### src/hw/rtl/html_escape_with_charset_check_macros.svh
// ============================================================================
// HTML escaper assertion macros
// Shared concurrent assertion forms, clocked on i_clk and disabled in reset.
// ============================================================================
`ifndef HTML_ESCAPE_WITH_CHARSET_CHECK_MACROS_SVH
`define HTML_ESCAPE_WITH_CHARSET_CHECK_MACROS_SVH

// A condition that must hold at every clock edge outside reset.
`define HEC_ASSERT_ALWAYS(label, cond, msg) \
    label: assert property (@(posedge i_clk) disable iff (!i_rst_n) (cond)) else $error(msg);

// An implication checked in the same cycle.
`define HEC_ASSERT_IMPL(label, ante, cons, msg) \
    label: assert property (@(posedge i_clk) disable iff (!i_rst_n) (ante) |-> (cons)) \
        else $error(msg);

`endif

### src/hw/rtl/hec_pkg.sv
// ============================================================================
// HTML escaper package
// Types, constants and byte classification shared by the escaper modules.
// ============================================================================
package hec_pkg;

    localparam int CAP_W       = 16;
    localparam int WORK_DEPTH  = 4;
    localparam int SEQ_DEPTH   = 5;
    localparam int QUEUE_DEPTH = 4;
    localparam int QPTR_W      = $clog2(QUEUE_DEPTH);
    localparam int QCNT_W      = $clog2(QUEUE_DEPTH + 1);

    // Configuration register indexes.
    localparam logic [1:0] CFG_MODE = 2'd0;
    localparam logic [1:0] CFG_ESC  = 2'd1;
    localparam logic [1:0] CFG_CAP  = 2'd2;

    localparam logic [7:0] QMARK        = 8'h3F;
    localparam logic [7:0] DEL          = 8'h7F;
    localparam logic [7:0] EURO         = 8'h80;
    localparam logic [7:0] GBK_LEAD_MAX = 8'hFE;
    localparam logic [7:0] TRAIL_MIN    = 8'h40;
    localparam logic [4:0] UTF8_LEAD4   = 5'h1E;

    typedef enum logic [1:0] {
        MODE_RAW  = 2'd0,
        MODE_UTF8 = 2'd1,
        MODE_GBK  = 2'd2,
        MODE_OFF  = 2'd3
    } t_mode;

    typedef enum logic [3:0] {
        CLS_DROP,
        CLS_PLAIN,
        CLS_QUOT,
        CLS_AMP,
        CLS_APOS,
        CLS_LT,
        CLS_GT,
        CLS_SPACE,
        CLS_NL,
        CLS_HIGH
    } t_cls;

    typedef struct packed {
        logic [7:0] data;
        t_cls       cls;
        logic       end_mark;
    } t_item;

    typedef struct packed {
        logic       act;
        logic [2:0] wn;
        logic       ovf;
        logic [2:0] seq_n;
    } t_back_stat;

    function automatic t_cls classify(input logic [7:0] b);
        t_cls c;
        c = CLS_PLAIN;
        if (b[7]) begin
            c = CLS_HIGH;
        end else begin
            unique case (b)
                8'h22: c = CLS_QUOT;
                8'h26: c = CLS_AMP;
                8'h27: c = CLS_APOS;
                8'h3C: c = CLS_LT;
                8'h3E: c = CLS_GT;
                8'h09, 8'h20: c = CLS_SPACE;
                8'h0A: c = CLS_NL;
                default: c = (b < 8'h20) ? CLS_DROP : CLS_PLAIN;
            endcase
        end
        return c;
    endfunction

    // Number of output bytes for a byte below the high range.
    function automatic logic [2:0] char_len(input t_cls c, input logic esc);
        logic [2:0] n;
        n = 3'd1;
        unique case (c)
            CLS_DROP:          n = 3'd0;
            CLS_QUOT:          n = 3'd6;
            CLS_AMP, CLS_APOS: n = 3'd5;
            CLS_LT, CLS_GT:    n = 3'd4;
            CLS_SPACE, CLS_NL: n = esc ? 3'd6 : 3'd1;
            default:           n = 3'd1;
        endcase
        return n;
    endfunction

    // Output text, first byte in the top bits.
    function automatic logic [47:0] char_text(input logic [7:0] b, input t_cls c,
                                             input logic esc);
        logic [47:0] t;
        t = {b, 40'h0};
        unique case (c)
            CLS_QUOT:  t = "&quot;";
            CLS_AMP:   t = {"&amp;", 8'h00};
            CLS_APOS:  t = {"&#39;", 8'h00};
            CLS_LT:    t = {"&lt;", 16'h0000};
            CLS_GT:    t = {"&gt;", 16'h0000};
            CLS_SPACE: t = esc ? "&nbsp;" : {b, 40'h0};
            CLS_NL:    t = esc ? "<br />" : {b, 40'h0};
            default:   t = {b, 40'h0};
        endcase
        return t;
    endfunction

    function automatic logic is_trail(input t_mode mode, input logic [7:0] b);
        if (mode == MODE_UTF8) begin
            return b[7:6] == 2'b10;
        end
        return (b != DEL) && (b >= TRAIL_MIN) && (b <= GBK_LEAD_MAX);
    endfunction

    // Continuation bytes that a UTF-8 lead asks for, zero when it is no lead.
    function automatic logic [1:0] utf8_need(input logic [7:0] h);
        logic [1:0] n;
        n = 2'd0;
        if (h[7:5] == 3'b110) begin
            n = 2'd1;
        end else if (h[7:4] == 4'hE) begin
            n = 2'd2;
        end else if (h[7:3] == UTF8_LEAD4) begin
            n = 2'd3;
        end
        return n;
    endfunction

endpackage

### src/hw/rtl/hec_front.sv
// ============================================================================
// HTML escaper front end
// Accepts source items, classifies the byte and pushes them into the queue.
// ============================================================================
module hec_front import hec_pkg::*; (
    input  logic       i_in_valid,
    output logic       o_in_ready,
    input  logic [7:0] i_data_byte,
    input  logic       i_end_mark,
    input  logic       i_q_full,
    output logic       o_push,
    output t_item      o_item
);

    assign o_in_ready = !i_q_full;
    assign o_push     = i_in_valid && !i_q_full;

    always_comb begin
        o_item.data     = i_data_byte;
        o_item.cls      = classify(i_data_byte);
        o_item.end_mark = i_end_mark;
    end

endmodule

### src/hw/rtl/hec_queue.sv
// ============================================================================
// HTML escaper item queue
// Short FIFO of classified items between the front and back ends.
// ============================================================================
module hec_queue import hec_pkg::*; (
    input  logic  i_clk,
    input  logic  i_rst_n,
    input  logic  i_push,
    input  t_item i_item,
    output logic  o_full,
    output logic  o_valid,
    output t_item o_head,
    input  logic  i_pop
);

    t_item              r_mem [QUEUE_DEPTH];
    logic [QPTR_W-1:0]  r_wr;
    logic [QPTR_W-1:0]  r_rd;
    logic [QCNT_W-1:0]  r_cnt;
    logic               do_push;
    logic               do_pop;

    assign o_full  = (r_cnt == QCNT_W'(QUEUE_DEPTH));
    assign o_valid = (r_cnt != '0);
    assign o_head  = r_mem[r_rd];
    assign do_push = i_push && !o_full;
    assign do_pop  = i_pop && o_valid;

    always_ff @(posedge i_clk) begin
        if (do_push) begin
            r_mem[r_wr] <= i_item;
        end
    end

    always_ff @(posedge i_clk) begin
        if (!i_rst_n) begin
            r_wr  <= '0;
            r_rd  <= '0;
            r_cnt <= '0;
        end else begin
            if (do_push) begin
                r_wr <= r_wr + QPTR_W'(1);
            end
            if (do_pop) begin
                r_rd <= r_rd + QPTR_W'(1);
            end
            r_cnt <= r_cnt + QCNT_W'(do_push) - QCNT_W'(do_pop);
        end
    end

endmodule

### src/hw/rtl/hec_back.sv
// ============================================================================
// HTML escaper back end
// Resolves bytes against the pending lookahead, checks capacity and emits the
// escaped output one byte per cycle, while not stalled, through an output register.
// ============================================================================
module hec_back import hec_pkg::*; (
    input  logic             i_clk,
    input  logic             i_rst_n,
    input  t_mode            i_mode,
    input  logic             i_esc,
    input  logic [CAP_W-1:0] i_cap,
    input  logic             i_q_valid,
    input  t_item            i_q_item,
    output logic             o_q_pop,
    output logic             o_out_valid,
    input  logic             i_out_ready,
    output logic [7:0]       o_out_byte,
    output logic             o_final_res,
    output logic             o_status,
    output t_back_stat       o_stat
);

    // Work buffer: pending lookahead plus the byte of the current item.
    logic [7:0]       r_wb [WORK_DEPTH];
    t_cls             r_wc [WORK_DEPTH];
    logic [2:0]       r_wn;
    logic             r_act;
    logic             r_wend;
    logic [CAP_W-1:0] r_emit;
    logic             r_ovf;
    // Remaining bytes of an entity or multi-byte sequence.
    logic [7:0]       r_seq [SEQ_DEPTH];
    logic [2:0]       r_seq_n;
    logic             r_ov;
    logic [7:0]       r_ob;
    logic             r_of;
    logic             r_os;

    logic [7:0]       n_wb [WORK_DEPTH];
    t_cls             n_wc [WORK_DEPTH];
    logic [2:0]       n_wn;
    logic             n_act;
    logic             n_wend;
    logic [CAP_W-1:0] n_emit;
    logic             n_ovf;
    logic [7:0]       n_seq [SEQ_DEPTH];
    logic [2:0]       n_seq_n;
    logic             n_ov;
    logic [7:0]       n_ob;
    logic             n_of;
    logic             n_os;

    logic [7:0]       v_b [WORK_DEPTH];
    t_cls             v_c [WORK_DEPTH];
    logic [2:0]       v_n;
    logic             v_end;

    logic [1:0]       need;
    logic [2:0]       avail;
    logic             chain_ok;
    logic             complete;
    logic             wait_flag;
    logic [2:0]       e_len;
    logic [47:0]      e_text;
    logic [2:0]       k;
    logic [CAP_W:0]   sum;
    logic             cap_fail;
    logic             out_free;
    logic [2:0]       idx;

    always_comb begin
        v_b   = r_wb;
        v_c   = r_wc;
        v_n   = r_wn;
        v_end = r_wend;
        if (!r_act) begin
            v_end = i_q_item.end_mark;
            if (r_ovf || i_mode == MODE_OFF) begin
                v_n = '0;
            end else if (!i_q_item.end_mark) begin
                v_b[r_wn[1:0]] = i_q_item.data;
                v_c[r_wn[1:0]] = i_q_item.cls;
                v_n            = r_wn + 3'd1;
            end
        end
    end

    always_comb begin
        need      = '0;
        chain_ok  = 1'b1;
        complete  = 1'b0;
        wait_flag = 1'b0;
        e_len     = '0;
        e_text    = '0;
        k         = '0;
        avail     = v_n - 3'd1;
        if (v_c[0] != CLS_HIGH) begin
            e_len  = char_len(v_c[0], i_esc);
            e_text = char_text(v_b[0], v_c[0], i_esc);
            k      = 3'd1;
        end else if (i_mode == MODE_RAW || (i_mode == MODE_GBK && v_b[0] == EURO)) begin
            e_len  = 3'd1;
            e_text = {v_b[0], 40'h0};
            k      = 3'd1;
        end else begin
            if (i_mode == MODE_UTF8) begin
                need = utf8_need(v_b[0]);
            end else if (i_mode == MODE_GBK && v_b[0] <= GBK_LEAD_MAX) begin
                need = 2'd1;
            end
            for (int i = 1; i < WORK_DEPTH; i++) begin
                if (3'(i) <= {1'b0, need} && 3'(i) <= avail
                        && !is_trail(i_mode, v_b[i])) begin
                    chain_ok = 1'b0;
                end
            end
            complete = avail >= {1'b0, need};
            if (need != 2'd0 && chain_ok && complete) begin
                e_len  = {1'b0, need} + 3'd1;
                e_text = {v_b[0], v_b[1], v_b[2], v_b[3], 16'h0000};
                k      = {1'b0, need} + 3'd1;
            end else if (need != 2'd0 && chain_ok && !v_end) begin
                // Lead still short of continuation bytes: it waits.
                wait_flag = 1'b1;
                e_len     = 3'd1;
            end else begin
                e_len  = 3'd1;
                e_text = {QMARK, 40'h0};
                k      = 3'd1;
            end
        end
        // A dropped byte needs no room, whatever the count and the limit.
        sum      = {1'b0, r_emit} + (CAP_W + 1)'(e_len);
        cap_fail = (e_len != 3'd0) && (sum > {1'b0, i_cap});
    end

    always_comb begin
        n_wb     = r_wb;
        n_wc     = r_wc;
        n_wn     = r_wn;
        n_act    = r_act;
        n_wend   = r_wend;
        n_emit   = r_emit;
        n_ovf    = r_ovf;
        n_seq    = r_seq;
        n_seq_n  = r_seq_n;
        n_ov     = r_ov && !i_out_ready;
        n_ob     = r_ob;
        n_of     = r_of;
        n_os     = r_os;
        idx      = '0;
        o_q_pop  = 1'b0;
        out_free = !r_ov || i_out_ready;
        if (out_free) begin
            if (r_seq_n != 3'd0) begin
                n_ov = 1'b1;
                n_ob = r_seq[0];
                n_of = 1'b0;
                n_os = 1'b0;
                for (int i = 0; i < SEQ_DEPTH - 1; i++) begin
                    n_seq[i] = r_seq[i+1];
                end
                n_seq_n = r_seq_n - 3'd1;
            end else if (r_act || i_q_valid) begin
                o_q_pop = !r_act;
                if (v_n == 3'd0) begin
                    n_act = 1'b0;
                    n_wn  = '0;
                    if (v_end) begin
                        n_ov   = 1'b1;
                        n_ob   = '0;
                        n_of   = 1'b1;
                        n_os   = r_ovf;
                        n_emit = '0;
                        n_ovf  = 1'b0;
                    end
                end else if (cap_fail) begin
                    n_ovf  = 1'b1;
                    n_wn   = '0;
                    n_act  = v_end;
                    n_wend = v_end;
                end else if (wait_flag) begin
                    n_act = 1'b0;
                    n_wb  = v_b;
                    n_wc  = v_c;
                    n_wn  = v_n;
                end else begin
                    if (e_len != 3'd0) begin
                        n_ov = 1'b1;
                        n_ob = e_text[47:40];
                        n_of = 1'b0;
                        n_os = 1'b0;
                        for (int i = 0; i < SEQ_DEPTH; i++) begin
                            n_seq[i] = e_text[39-8*i -: 8];
                        end
                        n_seq_n = e_len - 3'd1;
                        n_emit  = sum[CAP_W-1:0];
                    end
                    for (int i = 0; i < WORK_DEPTH; i++) begin
                        idx = 3'(i) + k;
                        n_wb[i] = (idx < 3'(WORK_DEPTH)) ? v_b[idx[1:0]] : v_b[i];
                        n_wc[i] = (idx < 3'(WORK_DEPTH)) ? v_c[idx[1:0]] : v_c[i];
                    end
                    n_wn   = v_n - k;
                    n_act  = (v_n != k) || v_end;
                    n_wend = v_end;
                end
            end
        end
    end

    always_ff @(posedge i_clk) begin
        r_wb  <= n_wb;
        r_wc  <= n_wc;
        r_seq <= n_seq;
        r_ob  <= n_ob;
        r_of  <= n_of;
        r_os  <= n_os;
        if (!i_rst_n) begin
            r_wn    <= '0;
            r_act   <= 1'b0;
            r_wend  <= 1'b0;
            r_emit  <= '0;
            r_ovf   <= 1'b0;
            r_seq_n <= '0;
            r_ov    <= 1'b0;
        end else begin
            r_wn    <= n_wn;
            r_act   <= n_act;
            r_wend  <= n_wend;
            r_emit  <= n_emit;
            r_ovf   <= n_ovf;
            r_seq_n <= n_seq_n;
            r_ov    <= n_ov;
        end
    end

    assign o_out_valid  = r_ov;
    assign o_out_byte   = r_ob;
    assign o_final_res  = r_of;
    assign o_status     = r_os;
    assign o_stat.act   = r_act;
    assign o_stat.wn    = r_wn;
    assign o_stat.ovf   = r_ovf;
    assign o_stat.seq_n = r_seq_n;

endmodule

### src/hw/rtl/html_escape_with_charset_check.sv
// ============================================================================
// HTML escaper with character-set check
// Turns a text byte stream into an HTML-escaped byte stream. Each input item
// is one source byte or an end mark. The five markup characters become
// entities, control bytes other than tab, newline and space are dropped, and
// with escape_whitespace set tab and space become &nbsp; and newline <br />.
// High bytes are copied raw, checked as UTF-8 or checked as GBK pairs, as
// charset_mode selects; an invalid lead is replaced by '?'. Up to three bytes
// of an unfinished sequence wait in the back end for the next items. Once
// out_capacity would be exceeded nothing more is emitted for the string. An
// end item flushes the waiting bytes and produces a terminator item with a
// zero byte, final_res set and the overflow status. The front end classifies
// each item and places it in a four-entry queue; the back end drains the
// queue and drives one output register, so it sends at most one result item
// per cycle. In every cycle in which the output register is free, the back
// end either sends the next byte of an entity or sequence already begun, or
// resolves the oldest byte that it holds and sends the first byte of its
// output. Plain text therefore streams at one item per cycle while the
// result channel does not stall; the bytes of an entity or of a complete
// multi-byte sequence are all sent before the next byte is resolved. A
// dropped byte, a lead left waiting, a byte that meets the capacity limit and
// any data byte after the limit was met produce no result. Bytes that waited
// are resolved again, in their order, when a later item decides them. An end
// item sends its terminator after any waiting bytes that it flushes. While
// the result channel stalls the back end holds, and once the four-entry queue
// is full the front end lowers o_in_ready. Configuration writes take effect
// at the next clock edge.
// ============================================================================
`include "html_escape_with_charset_check_macros.svh"

module html_escape_with_charset_check import hec_pkg::*; (
    input  logic        i_clk,
    input  logic        i_rst_n,
    // Configuration write port.
    input  logic        i_cfg_we,
    input  logic [1:0]  i_cfg_idx,
    input  logic [15:0] i_cfg_data,
    // Source item channel.
    input  logic        i_in_valid,
    output logic        o_in_ready,
    input  logic [7:0]  i_data_byte,
    input  logic        i_end_mark,
    // Result item channel.
    output logic        o_out_valid,
    input  logic        i_out_ready,
    output logic [7:0]  o_out_byte,
    output logic        o_final_res,
    output logic        o_status
);

    // Configuration registers.
    t_mode            r_mode;
    logic             r_esc;
    logic [CAP_W-1:0] r_cap;

    // Front to queue, queue to back.
    logic       q_push;
    t_item      push_item;
    logic       q_full;
    logic       q_valid;
    t_item      q_head;
    logic       q_pop;
    t_back_stat stat;

    // Writes to the unused index are ignored.
    always_ff @(posedge i_clk) begin
        if (!i_rst_n) begin
            r_mode <= MODE_RAW;
            r_esc  <= 1'b1;
            r_cap  <= '1;
        end else if (i_cfg_we) begin
            unique case (i_cfg_idx)
                CFG_MODE: r_mode <= t_mode'(i_cfg_data[1:0]);
                CFG_ESC:  r_esc  <= i_cfg_data[0];
                CFG_CAP:  r_cap  <= i_cfg_data[CAP_W-1:0];
                default:  r_cap  <= r_cap;
            endcase
        end
    end

    // The front end only classifies; all decisions that depend on the
    // configuration are taken in the back end when a byte is resolved.
    hec_front u_front (
        .i_in_valid  (i_in_valid),
        .o_in_ready  (o_in_ready),
        .i_data_byte (i_data_byte),
        .i_end_mark  (i_end_mark),
        .i_q_full    (q_full),
        .o_push      (q_push),
        .o_item      (push_item)
    );

    hec_queue u_queue (
        .i_clk   (i_clk),
        .i_rst_n (i_rst_n),
        .i_push  (q_push),
        .i_item  (push_item),
        .o_full  (q_full),
        .o_valid (q_valid),
        .o_head  (q_head),
        .i_pop   (q_pop)
    );

    // The back end holds the pending lookahead, the emitted count and the
    // overflow flag, and sequences entities and multi-byte copies through
    // its output register.
    hec_back u_back (
        .i_clk       (i_clk),
        .i_rst_n     (i_rst_n),
        .i_mode      (r_mode),
        .i_esc       (r_esc),
        .i_cap       (r_cap),
        .i_q_valid   (q_valid),
        .i_q_item    (q_head),
        .o_q_pop     (q_pop),
        .o_out_valid (o_out_valid),
        .i_out_ready (i_out_ready),
        .o_out_byte  (o_out_byte),
        .o_final_res (o_final_res),
        .o_status    (o_status),
        .o_stat      (stat)
    );

    // Between items at most three bytes of an unfinished sequence wait.
    `HEC_ASSERT_IMPL(a_pending_limit, !stat.act, stat.wn <= 3'd3, "pending bytes above three")

    // The back end only takes an item from a queue that holds one.
    `HEC_ASSERT_IMPL(a_pop_nonempty, q_pop, q_valid, "queue popped while empty")

    // The rest of an entity or sequence always follows a byte in the output register.
    `HEC_ASSERT_IMPL(a_seq_behind_out, stat.seq_n != 3'd0, o_out_valid, "sequence without output")

    // A terminator leaves the string state cleared for the next string.
    `HEC_ASSERT_IMPL(a_final_clears, o_out_valid && o_final_res,
        !stat.ovf && stat.wn == 3'd0 && !stat.act, "string state not cleared at terminator")

endmodule
### config.mk
export PLATFORM = sky130hd
export DESIGN_NAME = html_escape_with_charset_check
export DESIGN_NICKNAME = d
export VERILOG_FILES = /design/src/hw/rtl/hec_pkg.sv /design/src/hw/rtl/hec_front.sv /design/src/hw/rtl/hec_queue.sv /design/src/hw/rtl/hec_back.sv /design/src/hw/rtl/html_escape_with_charset_check.sv
export VERILOG_INCLUDE_DIRS = /design/src /design/src/hw/rtl
export SDC_FILE = /design/constraint.sdc
export NUM_CORES = 1
export LEC_CHECK = 0
export BUFFER_PORTS_ARGS = -buffer_cell sky130_fd_sc_hd__buf_4
export CAP_MARGIN = 15
export CORE_MARGIN = 2
export CORE_UTILIZATION = 67
export DETAILED_ROUTE_END_ITERATION = 8
export HOLD_SLACK_MARGIN = 0.15
export PLACE_DENSITY = 0.87
export SETUP_SLACK_MARGIN = 0.15
export SLEW_MARGIN = 20
export SYNTH_ARGS = -nofsm -noshare
export SYNTH_HDL_FRONTEND = slang
export SYNTH_SLANG_ARGS = --single-unit
### constraint.sdc
create_clock -name i_clk -period 13.5 [get_ports i_clk]
set_input_delay 1.35 -clock i_clk [delete_from_list [all_inputs] [get_ports i_clk]]
set_output_delay 1.35 -clock i_clk [all_outputs]
set_load 0.01 [all_outputs]
; ---- Yosys cells after proc, flatten, opt, wreduce, memory -nomap -nowiden
; Memories as Yosys holds them, arrays and structs flattened. A register that Yosys moved wholly into a read port is not among the register bits.
; Index checks and enable logic that the tools add are counted.
[totals]
regBits = 150
ram_bits = 52
input_bits = 32
out_inout_bits = 12
word_cells = 345
n_memories = 1
[classes]
n_addsub = 14
n_lt_le_gt_ge = 26
n_eq_ne = 43
muxes = 159
bitwise = 9
n_reduce_logical = 64
[memory_table]
columns = name, words, word_bits, rd, rd_ports_with_merged_regs, write_ports, line_no
row1 = u_queue.r_mem, 4, 13, 1, 1, 1, hec_queue.sv:16  ; t_item r_mem [QUEUE_DEPTH];
[op_table]
columns = cell, n
row1 = $pmux W48 S7, 1
row2 = $mux W48, 5
row3 = $mux W40, 5
row4 = $mux W32, 5
row5 = $mux W8, 20
row6 = $mux W16, 9
row7 = $bmux W8 S2, 4
row8 = $mux W1, 58
row9 = $mux W3, 19
row10 = $mux W4, 14
row11 = $eq A8 B6 Y1 const B, 6
row12 = $mux W46, 1
row13 = $bmux W4 S2, 4
row14 = $bwmux W32, 1
row15 = $le A8 B8 Y1 const B, 4
row16 = $pmux W4 S7, 1
row17 = $ge A8 B7 Y1 const B, 3
row18 = $ne A8 B7 Y1 const B, 3
row19 = $logic_and A1 B1 Y1, 23
row20 = $add A16 B3 Y17, 1
row21 = $gt A17 B16 Y1, 1
row22 = $bwmux W16, 1
row23 = $demux W8 S2, 1
row24 = $eq A4 B3 Y1 const B, 4
row25 = other kinds (50), 121

; ---- Depth between registers and ports, before layout
; Gate-level depths: netlist (run 1).
[depth]
word_depth = 37
ltp_mapped = 38
depth_no_buf = 35

; ---- By module
; Synthesis (run 1) repeated with hierarchy kept, for this count alone.
[unflattened]
hier_cells = 1275
hier_area_um2 = 12829.8
[modules_own_cells]
columns = mod, n_inst, cells_per_inst, area_each_um2, seq_area_each_um2
row1 = hec_back, 1, 1027, 9268.9, 3253.1
row2 = hec_queue, 1, 116, 2366.0, 1741.7
row3 = html_escape_with_charset_check, 1, 87, 900.9, 380.4
row4 = hec_front, 1, 45, 294.0, 0.0

; ---- Least setup slack after synthesis (run 1)
; OpenSTA, ideal clock, no wires.
[synth_path]
path_kind = register to register
startpoint = register with a tool-made name
endpoint = register u_back.r_seq[10] (netlist bit), enable pin
setup_time_ns = 0.417
t_arrival_ns = 8.031
t_required_ns = 13.083
path_slack_ns = 5.052
stages_incl_launch_ff = 35
n_path_buf = 3
synth_period_minus_slack_ns = 8.448
path_cell_list = dfxtp_1 -> buf_6 -> mux4_2 -> buf_2 -> nor3_1 -> buf_2 -> mux2_2 -> a311o_1 -> a22o_1 -> inv_1 -> ha_1 -> o21ai_0 -> nand3b_1 -> nand3_1 -> nor4b_2 -> a221oi_2 -> ha_1 -> inv_1 -> fa_1 -> nor2b_1 -> o21ai_0 -> nor2_1 -> nand2_1 -> nor2_1 -> and3_1 -> xnor2_1 -> ha_1 -> nand4_1 -> nor4_1 -> a21oi_1 -> a32oi_1 -> o21ai_0 -> nor2_1 -> a31oi_1 -> nor2_1
[synth_lines]
columns = item, line_no
row1 = to (signal assigned), hec_back.sv:215  ; r_seq <= n_seq;
row2 = to (decl), hec_back.sv:32  ; logic [7:0] r_seq [SEQ_DEPTH];

==> impl_metrics.json, run 1 <==
{
  "post_detailed_route_drc_marker_count": 0,
  "core_area_um2": 17300,
  "h-tree-depth": 4,
  "die_height_um": 137,
  "die_x_um": 137,
  "postCtsSetupBuffers": 0,
  "fin_crit_sh": 0.717,
  "finalMaxSlewViolations": 0,
  "critical_path.max_fanout": 20,
  "cts_tree": "done",
  "hold_slack_ps": 513,
  "worst_slew_pin_slew_ps": 1200,
  "initialDrtViolationCount": 1358,
  "root_buffer": "clkbuf_16",
  "worst_supply_voltage_drop_on_vdd_uv": 204,
  "area.sequential_um2": 5380,
  "crit_required_ps": 13580,
  "number_of_setup_violations_in_the_final_report": 0,
  "drt_pass1_iterations": 5,
  "drt-wirelength-per-cell_um": 22.3,
  "globalplace.congestion": 0.977,
  "synth.cell_area_um2": 11800,
  "hold_class": "reg -> reg",
  "ctsHoldBuffers": 0,
  "synth_sequential_area_ratio": 0.455,
  "timing.final.crit_period_ps": 9670,
  "grt_antenna_before_repair": 0,
  "n_antenna_cell": 0,
  "yosysWarnings": 0,
  "ctsLongestPathBuffers": 2,
  "multiInputGateArea_um2": 5950,
  "setup_repair_after_global_routing_missed_its_margin": "no",
  "areaGrowthSynthToFinish_pct": 9.56,
  "cts_made_buffers": 17,
  "grt_pass1_wl_um": 49700,
  "status": "completed",
  "clock-sinks": 197,
  "via_per_inst": 6.87,
  "track_usage": 0.351,
  "slew-limit-headroom": 0.175,
  "grt_remaining_overflow": 0,
  "dpl.hpwl_um": 22200,
  "fp.dieArea_um2": 18700,
  "totalWireLength_um": 32100,
  "num-fill-cells": 1189,
  "num_io_pins": 44,
  "fin_nets": 1275,
  "mean_instance_size_in_the_synthesized_netlist_um2": 10.0,
  "start_kind": "flop",
  "synth_cell_type_count": 84,
  "finalHoldViolCount": 0,
  "fin_tns_setup_ps": 0,
  "clk_transition_reported_paths_ps": 90,
  "fp_rows": 48,
  "max_freq_mhz": 103,
  "power.static_leakage_nw": 5.03,
  "port-buffer-count": 43,
  "post_route_cells_drive_above_1_share": 0.123,
  "fin_worst_skew_ps": 16.9,
  "clock_latency_on_the_worst_skew_pair_ps": 460,
  "synth_nets": 1257,
  "critPathSlowestCell": "dfxtp_1",
  "synth_edf_count": 143,
  "timing.max_cap.violations": 0,
  "postSynthCellCount": 1181,
  "synth_ff_type": "edfxtp_1",
  "ys_ff_latch": 197,
  "start_util": 0.683,
  "timing.critical_path.to_type": "flop",
  "ys_async_sr_fraction": 0,
  "critical_path_class": "reg -> reg",
  "hp-start": "r_cap[12]$_SDFFE_PN1P_",
  "number_of_gates_resized_after_cts": 0,
  "arrival_ps": 9750,
  "p_per_area_nw_per_um2": 275,
  "vias_in_the_first_global_route": 9220,
  "drtAntennaViolNets": 0,
  "max_stage_delay_ps": 870,
  "grt_max_degree": 52,
  "detailroute.via_count": 9866
}
-- cells in the mapped netlist (all sizes together), types with 14 or more instances --
master	instances	area (µm²)
a21o	15	113
a21oi	61	320
a221oi	14	129
a22o	18	158
and3	15	93.8
buf	18	106
clkbuf	45	169
dfxtp	54	1080
edfxtp	143	4290
ha	41	513
inv	63	236
mux2	16	184
mux2i	83	831
nand2	150	563
nand3	31	168
nor2	84	320
nor3	19	95.1
o211ai	27	203
o21ai	78	394
o22ai	15	93.8
xnor2	15	131
-- final timing paths --
kind / endpoint / slack [ps] / depth (start not counted)
setup / recovery: u_back.o_out_byte[4]$_DFFE_PP_ / 3830 / 32
hold reg to reg: r_cap[12]$_SDFFE_PN1P_ / 510 / 2
hold / removal: r_cap[12]$_SDFFE_PN1P_ / 510 / 2
setup reg to reg: u_back.o_out_byte[4]$_DFFE_PP_ / 3830 / 32
-- metal layers --
| metal | routed length [µm] | GRT usage | up-vias | share of wire |
|---|---|---|---|---|
| met5 | 0 | 0 | - | 0 |
| met4 | 1220 | 0.149 | 0 | 0.038 |
| met3 | 3790 | 0.0789 | 100 | 0.12 |
| met2 | 14400 | 0.536 | 651 | 0.45 |
| met1 | 12700 | 0.486 | 4661 | 0.39 |
| li1 | - | - | 4454 | - |
-- registers in the layout (all words and copies together), names as in the netlist, 3 cells and up, named ones only --
name / cells
r_cap: 16
u_back.o_out_byte: 8
u_back.r_emit: 16
u_back.r_seq: 33
u_back.r_seq_n: 3
u_back.r_wb: 32
u_back.r_wc: 16
u_back.r_wn: 3
u_queue.r_cnt: 3
u_queue.r_mem: 52
-- cells in the final DEF, fill, tap and decap left out, types with 5 or more instances in the layout --
cell,n
a211oi_1,8
a21o_1,15
a21oi_1,59
a221oi_1,13
a22o_1,18
a31oi_1,11
a32o_1,8
and2_1,13
and3_1,15
buf_4,62
clkbuf_16,17
dfxtp_1,54
edfxtp_1,143
ha_1,41
inv_1,62
mux2_2,15
mux2i_1,83
mux4_2,13
nand2_1,150
nand2b_1,9
nand3_1,30
nand3b_1,5
nand4_1,10
nor2_1,81
nor2b_1,5
nor3_1,18
nor4_1,5
o211ai_1,27
o21ai_0,74
o22ai_1,15
o31ai_1,9
or3_1,6
xnor2_1,15
xor2_1,6
-- cells by family (layout without fill, tap and decap cells) --
group,Yosys count,after routing,synth area share
flip-flops,197,197,0.455
buffers and inverters,127,158,0.0436
multiplexers,112,112,0.111
adder cells (fa/ha/maj),44,44,0.0485
XOR/XNOR,21,21,0.0156
AND/OR/NAND/NOR,375,375,0.152
AO/OA/AOI/OAI,305,305,0.175
-- critical path, delay by kind of cell (launching register included) --
family / cells / cell delay (ps)
mux: 2 / 1420
flops: 1 / 870
fa+ha+maj: 4 / 1170
simple gates: 13 / 2420
buf+inv: 3 / 490
compound gates: 9 / 2730
xor+xnor: 1 / 180
-- stage by stage --
step	util	instances	area (µm²)	worst slack (ps)	power, mW
2_1_floorplan	-	1181	11800	5050	2.40
5_1_grt	0.749	1437	12900	2930	3.74
3_5_place_dp	0.712	1405	12300	3930	2.94
4_1_cts	0.749	1437	12900	3870	3.50
3_3_place_gp	0.712	1405	12300	4310	2.88
6_report	0.749	1437	12900	3830	3.56
-- cell type report --
cell class                      instances  share of cell area
Clock buffer                           17              0.0329
Timing Repair Buffer                   62              0.0359
Inverter                               64              0.0186
Sequential cell                       197               0.415
Multi-Input combinational cell        857               0.459
Tap cell                              225              0.0217
Clock inverter                         15              0.0164
-- power breakdown --
part           internal [mW]  switching, mW  total (mW)
Sequential             0.974          0.107        1.08
Combinational          0.662           1.27        1.94
Clock                  0.274          0.274       0.548
(Power assumes the default switching activity.)
==> run 2, diff against run 1 <==
--- a/config.mk
+++ b/config.mk
@@ -6,13 +6,14 @@
 export SDC_FILE = /design/constraint.sdc
 export NUM_CORES = 1
 export LEC_CHECK = 0
+export ABC_AREA = 1
 export BUFFER_PORTS_ARGS = -buffer_cell sky130_fd_sc_hd__buf_4
 export CAP_MARGIN = 15
 export CORE_MARGIN = 2
-export CORE_UTILIZATION = 67
+export CORE_UTILIZATION = 63
 export DETAILED_ROUTE_END_ITERATION = 8
 export HOLD_SLACK_MARGIN = 0.15
-export PLACE_DENSITY = 0.87
+export PLACE_DENSITY = 0.83
 export SETUP_SLACK_MARGIN = 0.15
 export SLEW_MARGIN = 20
 export SYNTH_ARGS = -nofsm -noshare
==> constraint.sdc (replaced) <==
create_clock -name i_clk -period 8.9 [get_ports i_clk]
set_input_delay 0.89 -clock i_clk [delete_from_list [all_inputs] [get_ports i_clk]]
set_output_delay 0.89 -clock i_clk [all_outputs]
set_load 0.01 [all_outputs]
==> impl_metrics.json, run 2 <==
{
  "status": "completed",
  "critical_path.max_fanout": 33,
  "initialDrtViolationCount": 1181,
  "yosysWarnings": 0,
  "cts_tree": "done",
  "finalHoldViolCount": 0,
  "grt_remaining_overflow": 0,
  "layout_common_cells": "431 x nand2_1, 186 x inv_1, 156 x o21ai_0",
  "dpl.hpwl_um": 22200,
  "post_route_cells_drive_above_1_share": 0.106,
  "synth.cells.most_frequent": "431 x nand2_1, 187 x inv_1, 157 x o21ai_0",
  "grt_max_degree": 71,
  "root_buffer": "clkbuf_16",
  "finalMaxSlewViolations": 0,
  "via_per_inst": 5.93,
  "post_detailed_route_drc_marker_count": 0,
  "grt_pass1_wl_um": 51100,
  "n_antenna_cell": 0,
  "ys_async_sr_fraction": 0,
  "port-buffer-count": 43,
  "track_usage": 0.319,
  "clock-sinks": 197,
  "critical_path.top_delay_family": "simple AND/OR/NAND/NOR gates",
  "critPathSlowestCell": "or4_1",
  "totalWireLength_um": 31900,
  "timing.max_cap.violations": 0,
  "finalWorstSetupSlack_ps": 868,
  "synth_ff_type": "edfxtp_1",
  "vias_in_the_first_global_route": 10300,
  "synth_nets": 1660,
  "slew-limit-headroom": 0.250,
  "die_height_um": 143,
  "largest_register_by_flop_count": "u_queue.r_mem",
  "number_of_setup_violations_in_the_final_report": 0,
  "core_area_um2": 18900,
  "setup_repair_after_global_routing_missed_its_margin": "no",
  "netlist.top_cell.by_area": "edfxtp_1",
  "synth_edf_count": 143,
  "mean_instance_size_in_the_synthesized_netlist_um2": 7.73,
  "fin_worst_skew_ps": 9.83,
  "fp_rows": 50,
  "timing.critical_path.to_type": "flop",
  "registers_with_the_most_flip_flops": "u_queue.r_mem x52, u_back.r_seq x33, u_back.r_wb x32",
  "fp.dieArea_um2": 20600,
  "postSynthCellCount": 1584,
  "critical_path_class": "reg -> reg",
  "count_leader_synth": "nand2_1",
  "globalplace.congestion": 0.983,
  "die_x_um": 143,
  "critPathBufInv": 6,
  "number_of_flip_flops_under_the_largest_register_name": 52,
  "most_common_cell_after_layout_fill_and_taps_aside": "nand2_1",
  "crit_required_ps": 9050,
  "start_util": 0.648,
  "fin_crit_sh": 0.902,
  "timing.final.crit_period_ps": 8030,
  "arrival_ps": 8180,
  "max_freq_mhz": 125,
  "synth.cell_area_um2": 12200,
  "ys_ff_latch": 197,
  "drt_pass1_iterations": 8,
  "synth_sequential_area_ratio": 0.439,
  "start_kind": "flop",
  "num-fill-cells": 1512,
  "clk_transition_reported_paths_ps": 80,
  "worst_slew_pin_slew_ps": 1120,
  "drt-wirelength-per-cell_um": 17.1,
  "synth_cell_type_count": 54,
  "h-tree-depth": 4,
  "clock_latency_on_the_worst_skew_pair_ps": 450,
  "ctsLongestPathBuffers": 2,
  "drtAntennaViolNets": 0,
  "detailroute.via_count": 11100,
  "max_stage_delay_ps": 500,
  "place_ws_ps": 579,
  "netlist.area_leader.share": 0.351,
  "hold_class": "reg -> reg",
  "fin_nets": 1671,
  "fin_tns_setup_ps": 0,
  "critical-path-top-cell-by-count": "nand2_1",
  "num_io_pins": 44,
  "areaGrowthSynthToFinish_pct": 9.07,
  "grt_antenna_before_repair": 0,
  "synth_area_leaders": "edfxtp_1 35%, nand2_1 13%, dfxtp_1 8.8%, o21ai_0 6.4%, inv_1 5.7%",
  "cts_made_buffers": 17
}
[run 2: cells by family after synthesis]
family	after synthesis	synth area share
and+or+nand+nor	743	0.267
AOI/OAI and AO/OA	321	0.149
buffers and inverters	268	0.0903
DFF	197	0.439
adders and majority gates	44	0.0468
xor gates and xnor gates	11	0.00787
[run 2: layer usage]
layer / part of all wire / wire length (µm) / vias to the layer above / GRT usage
met5: 0 / 0 / - / 0
met4: 0.043 / 1380 / 0 / 0.155
met1: 0.40 / 12900 / 5082 / 0.413
met2: 0.47 / 15000 / 558 / 0.520
met3: 0.082 / 2620 / 113 / 0.0580
li1: - / - / 5326 / -
[run 2: what timing repair did]
item,4_1_cts,5_1_grt
hold buffers,0,0
buffers inserted,0,2
resized for setup,0,5
endpoints found under the hold margin,0,0
setup endpoints to repair,0,126
[run 2: cell type report]
type,count,area [µm²],share of cell area
Tap cell,260,325,0.0244
Sequential cell,197,5380,0.403
Inverter,202,764,0.0573
Clock inverter,15,218,0.0163
Multi-Input combinational cell,1119,5790,0.434
Clock buffer,17,425,0.0319
Timing Repair Buffer,58,448,0.0336
[run 2: worst reg2reg max path, delay by kind of cell, from the launching register on]
family                   cells  cell delay (ps)
XOR/XNOR                     1              160
AND/OR/NAND/NOR             32             4950
adder cells (fa/ha/maj)      4             1030
buffers and inverters        6              750
flip-flops                   1              480
AO/OA/AOI/OAI                2              410
[run 2: final timing paths]
path                                                   from                               end  slack (ps)  depth (start not counted)
worst max-delay path                                   flop  u_back.o_final_res$_SDFFCE_PN0P_         870                         45
worst min-delay path            u_back.r_wn[2]$_SDFFE_PN0P_       u_back.r_wn[2]$_SDFFE_PN0P_         490                          2
worst min register to register  u_back.r_wn[2]$_SDFFE_PN0P_       u_back.r_wn[2]$_SDFFE_PN0P_         490                          2
worst max register to register                         flop  u_back.o_final_res$_SDFFCE_PN0P_         870                         45
[run 2: stage by stage]
step	cells	instance area [µm²]	utilization	hold slack, ps
after floorplan	1584	12200	-	436
after CTS	1866	13300	0.705	482
final	1868	13300	0.706	487
after global placement	1834	12700	0.670	460
after global routing	1868	13300	0.706	512
after detailed placement	1834	12700	0.671	471
Power of run 2 is left out: the tool's default activity adds up to more than one toggle a clock period on the data nets, which glitch-free logic cannot reach.
